**src/design/tsd_pkg.sv**
```systemverilog
// shared constants and types for the triangle side descriptor
package tsd_pkg;

    localparam int COORD_WIDTH_DEF = 24;
    localparam int SIDE_W          = 25;
    localparam int SLOT_W          = 2;

    localparam logic [SLOT_W-1:0] SLOT_A = 2'd0;
    localparam logic [SLOT_W-1:0] SLOT_B = 2'd1;
    localparam logic [SLOT_W-1:0] SLOT_C = 2'd2;

    typedef logic [SLOT_W-1:0] slot_t;

    typedef struct packed {
        slot_t s0;
        slot_t s1;
        slot_t s2;
    } order_t;

endpackage

```
**src/design/tsd_sqrt.sv**
```systemverilog
// pipelined floor square root, one result bit per stage, saturating
module tsd_sqrt #(
    parameter int SQ_W = 2 * tsd_pkg::COORD_WIDTH_DEF + 2
) (
    input  logic                        clk,
    input  logic                        en,
    input  logic [SQ_W-1:0]             val,
    output logic [tsd_pkg::SIDE_W-1:0]  root
);

    localparam int SW    = tsd_pkg::SIDE_W;
    localparam int NW    = 2 * SW;
    localparam int EXT_W = (SQ_W > NW) ? SQ_W : NW + 1;
    localparam int RW    = SW + 3;

    logic [EXT_W-1:0] ext;
    logic             sat_in;
    logic [NW-1:0]    rad_reg  [SW];
    logic [RW-1:0]    rem_reg  [SW];
    logic [SW-1:0]    root_reg [SW];
    logic             sat_reg  [SW];

    assign ext    = EXT_W'(val);
    assign sat_in = |ext[EXT_W-1:NW];

    for (genvar s = 0; s < SW; s++)
    begin : g_stage
        logic [NW-1:0] rad_in;
        logic [RW-1:0] rem_in;
        logic [SW-1:0] root_in;
        logic          sat_s;
        logic [RW-1:0] rem_sh;
        logic [RW-1:0] trial;

        if (s == 0)
        begin : g_first
            assign rad_in  = ext[NW-1:0];
            assign rem_in  = '0;
            assign root_in = '0;
            assign sat_s   = sat_in;
        end
        else
        begin : g_rest
            assign rad_in  = rad_reg[s-1];
            assign rem_in  = rem_reg[s-1];
            assign root_in = root_reg[s-1];
            assign sat_s   = sat_reg[s-1];
        end

        assign rem_sh = {rem_in[RW-3:0], rad_in[NW-1:NW-2]};
        assign trial  = RW'({root_in, 2'b01});

        always_ff @(posedge clk)
        begin
            if (en)
            begin
                rad_reg[s] <= {rad_in[NW-3:0], 2'b00};
                sat_reg[s] <= sat_s;
                if (rem_sh >= trial)
                begin
                    rem_reg[s]  <= rem_sh - trial;
                    root_reg[s] <= {root_in[SW-2:0], 1'b1};
                end
                else
                begin
                    rem_reg[s]  <= rem_sh;
                    root_reg[s] <= {root_in[SW-2:0], 1'b0};
                end
            end
        end
    end

    assign root = sat_reg[SW-1] ? {SW{1'b1}} : root_reg[SW-1];

endmodule

```
**config.mk**
```make
export PLATFORM = sky130hd
export DESIGN_NAME = tsd_sqrt
export DESIGN_NICKNAME = d
export VERILOG_FILES = /design/src/design/tsd_pkg.sv /design/src/design/tsd_sqrt.sv
export SDC_FILE = /design/constraint.sdc
export NUM_CORES = 2
export LEC_CHECK = 0
export BUFFER_PORTS_ARGS = -buffer_cell sky130_fd_sc_hd__buf_2
export CAP_MARGIN = 25
export CELL_PAD_IN_SITES_DETAIL_PLACEMENT = 1
export CELL_PAD_IN_SITES_GLOBAL_PLACEMENT = 1
export CORE_MARGIN = 1.5
export CORE_UTILIZATION = 57
export DETAILED_ROUTE_END_ITERATION = 16
export HOLD_SLACK_MARGIN = 0.12
export PLACE_DENSITY_LB_ADDON = 0.1
export RECOVER_POWER = 50
export SYNTH_ARGS = -nofsm -noshare
export SYNTH_HDL_FRONTEND = slang
export SYNTH_SLANG_ARGS = --single-unit
```
**constraint.sdc**
```tcl
create_clock -name clk -period 7.1 [get_ports clk]
set_clock_uncertainty 0.15 [all_clocks]
set_input_delay 0 -clock clk [delete_from_list [all_inputs] [get_ports clk]]
set_output_delay 0 -clock clk [all_outputs]
set_load 0.02 [all_outputs]
```
Word-level counts from Yosys, hierarchy flattened

Memories as Yosys holds them, arrays and structs flattened.
Cells that the tools add are included.

Add/sub/neg operators: 25
$mul: 0
Div/mod/pow operators: 0
Magnitude comparators: 25
Eq/ne operators: 0
Shift operators: 0
Multiplexer cells: 203
Bitwise gates (word level): 50
Reduce and logical (&&, ||, !) cells: 0

Operator list:

| operator            | count |
|---|---|
| $mux 28             | 25 |
| $ge 28x27->1        | 24 |
| $sub 28x27->28      | 24 |
| $mux 25             | 26 |
| $mux 1              | 152 |
| $or 1x1->1          | 50 |
| $sub 2x1->3 const B | 1 |
| $ge 2x1->1 const B  | 1 |

Bits in registers: 0
Bits in latches: 0
Bits in writable memories: 2550
ROM bits: 0
Input bits: 52
Output and inout bits: 25
Logic and storage cells: 307
Memories kept: 4

Memories:

| memory   | depth | bits a word | read ports | clocked after Yosys merged registers in | wr ports | line           | source |
|---|---|---|---|---|---|---|---|
| rad_reg  | 25    | 48          | 24         | 0                                       | 25       | tsd_sqrt.sv:18 | `logic [NW-1:0] rad_reg [SW];` |
| rem_reg  | 25    | 28          | 24         | 0                                       | 25       | tsd_sqrt.sv:19 | `logic [RW-1:0] rem_reg [SW];` |
| root_reg | 25    | 25          | 25         | 0                                       | 25       | tsd_sqrt.sv:20 | `logic [SW-1:0] root_reg [SW];` |
| sat_reg  | 25    | 1           | 25         | 0                                       | 25       | tsd_sqrt.sv:21 | `logic sat_reg [SW];` |

Depth between registers and ports, before layout

An unclocked memory read counts as a cell.

Depth after elaboration: 6
Mapped depth: 13
Mapped depth without buffers: 12

Worst setup path before layout

Ideal clock, no wire load.

Path type: register to register
Start point: memory rem_reg[2][119] in the netlist's numbering
End point: memory rem_reg[2][154] in the netlist's numbering (data pin)
Library setup time: 0.260 ns
Arrival time: 3.044 ns
Required time: 6.690 ns
Setup slack: 3.646 ns
Cell stages (with the launch flop): 12
Buffers on the path: 2
Clock period less this slack: 3.454 ns
Path through: edfxtp_1 ha_1 a21oi_1 nor2_1 a2111oi_0 a21bo_2 o211ai_1 a2111o_1 or2_2 clkbuf_1 clkbuf_1 mux2_2

RTL lines:

| what               | line |
|---|---|
| start: declaration | tsd_sqrt.sv:19 |

==> run metrics <==
Worst VDD drop roughly 0.27 mV; Max clock buf depth 3; most instantiated library cell after synthesis edfxtp_1; Slew HR -134.6%; total CTS buffers around 160; failing checks max-capacitance violations, max-slew violations; initial antenna violation count 1; Worst-Margin Slew approximately 3.5 ns; CP Class input port to flip-flop; routability cong. approximately 0.86; CTS H-tree lvls 4; Area Growth Syn to Fin 11.93%; Max-cap violations 11; drt total wl 164,100 um; drt via density between 5 and 6; Final Setup Violations 0; crit-path max FO about 110; Root Buffer clkbuf_16; Tot Pwr 25.46 mW; critical path arrival 5.71 ns; setup_tns 0 ns; average cell area after synthesis roughly 13 um2; max reg flops 600; #FFs+latches synth about 1,500; count of different cell masters after synthesis 75; top cells by count, synth edfxtp_1, inv_1, nand2_1; Initial Util 57.51%; leading area contributor after synthesis edfxtp_1; Hold WS roughly 0.11 ns; Util after Layout around 64%; height of the die 353.9 um; count of buffers from port buffering 76; Residual DRC 0; largest net degree at the start of global routing about 160; io pins 77; DR WL/cell ~22 um; Hold Crit Class input port to flip-flop; CORE AREA 122,000 um2; outcome finished, violations left; Synth Net Count between 5,000 and 6,000; critical path's slowest cell clkbuf_1; fillcell total 11,730; Hold Violations, Final 0; Req. time, crit path between 7 and 8 ns; number of detailed-route iterations in the first pass 5; crit path time final 5.352 ns; Worst Path Buf+Inv 3; layout cells sized above 1 about 7.0%; top cell type's share of synthesized area 64.74%; Leakage 30.08 nW; Area contributors post-synth edfxtp_1, ha_1, xnor2_1, xor2_1, a21oi_1; first-pass GRT wire length 258,100 um; TritonCTS clock tree built; # diodes 0; Setup crit start kind input port; Die ar. between 100,000 and 150,000 um2; CP delay by family, top buffers and inverters; Clock Pin Slew Worst Setup and Hold Paths roughly 0.06 ns; EDFF count, synth 1,513; CP peak stage delay 2.07 ns; Post-synth top flop edfxtp_1; DRT iter0 DRCs 2,889; vias in the first global route roughly 46,000; synth warn 0; Slew Viols, Final ~620; f_max 0.1868 GHz; endpoint class of the critical path flip-flop; CTS sink count ~1,500; critical path cell sequence dlygate4sd3_1 -> buf_12 -> clkbuf_1 -> nand3_1 -> a31oi_1 -> o211a_1 -> nor3_1 -> and3_1 -> xor2_1; antenna-violating nets left 0; Mapped Cells roughly 5,400; fin crit share around 75%; DIE WIDTH roughly 350 um; Vias 43,173; clk_lat worst skew 0.79 ns; Final nets 6,050; row cnt approximately 130; RSZ-0062 raised after global routing false; Power Density around 320 nW/um2; Seq/Total Area, Yosys 64.77%; ys async rst share 0%; GRT overflow 0; DP Wirelength about 110,000 um; Total Routing Usage GR a little over a quarter; mapped cell area about 70,000 um2
[path summary, 6_finish.rpt]
path / start / endpoint / slack, ns / depth (start not counted)
worst max-delay path: en / rem_reg[1][191] / 1.75 / 9
worst min-delay path: en / rad_reg[0][27] / 0.11 / 2
worst max register to register: rem_reg[1][56] / rem_reg[1][107] / 2.78 / 10
worst min register to register: rad_reg[0][50] / rad_reg[0][100] / 0.26 / 0
[worst reg2reg max path, delay by kind of cell (launching register included)]
family	cells	cell delay, ns
xor gates and xnor gates	1	0.16
AOI/OAI and AO/OA	4	1.16
and+or+nand+nor	4	1.80
adders and majority gates	1	0.39
DFF	1	0.41
[per-stage QoR]
step	std cells	setup slack [ns]	instance area (um2)
floorplan	5387	3.646	70180
CTS	7391	2.779	78620
global placement	7005	2.968	72480
global route	7392	1.416	78550
finish	7392	1.748	78550
detailed placement	7006	2.840	72490
[routing by layer]
layer	part of all wire (%)	up-vias	track usage [%]
li1	-	20363	-
met1	40	21654	31.07
met2	54	831	49.28
met3	3.1	325	3.191
met4	3.3	0	9.222
met5	0	-	0
[where the power goes]
group,internal (mW),switching (mW)
Combinational,2.06,2.99
Clock,4.83,3.46
Sequential,11.3,0.804
[cell families after synthesis]
| group | synth area share (%) |
|---|---|
| buffers and inverters | 2.849 |
| XOR/XNOR | 6.065 |
| adder cells (fa/ha/maj) | 6.293 |
| AND/OR/NAND/NOR | 9.920 |
| multiplexers | 0.9342 |
| flip-flops | 64.77 |
| AO/OA/AOI/OAI | 9.173 |
[what timing repair did]
item	in CTS	in global routing
endpoints found under the setup margin	0	0
resized for setup	0	0
buffers inserted	0	0
hold endpoints to repair	501	0
hold buffers	102	0
[layout make-up]
type	count	area [um2]	share of cell area, %
inverter	419	1573	2.002
sequential	1514	45450	57.87
clock inverter	100	998.5	1.271
clock buffer	183	4111	5.234
timing repair buffer	210	1635	2.082
tap	1625	2033	2.588
multi-input combinational	3341	22750	28.96
[cells in the final DEF, fill, tap and decap left out, types with 27 or more instances in the layout]
cell type and n:
o21bai_1 27, nor2_1 314, nand2_1 369, o21a_1 62, or2_2 27, clkinv_2 29, xnor2_1 248, clkinv_1 36
buf_2 48, nor4_1 68, a21oi_1 317, nand3_1 96, nor3_1 122, and2_1 30, clkbuf_16 161, or3_1 65
nand4_1 48, nand2b_1 72, and3_1 32, nor2b_1 54, xor2_1 238, dlygate4sd3_1 102, a21o_1 134, mux2_2 52
clkbuf_1 59, inv_1 417, edfxtp_1 1513, o21ai_0 309, ha_1 353
(Power assumes the default switching activity.)
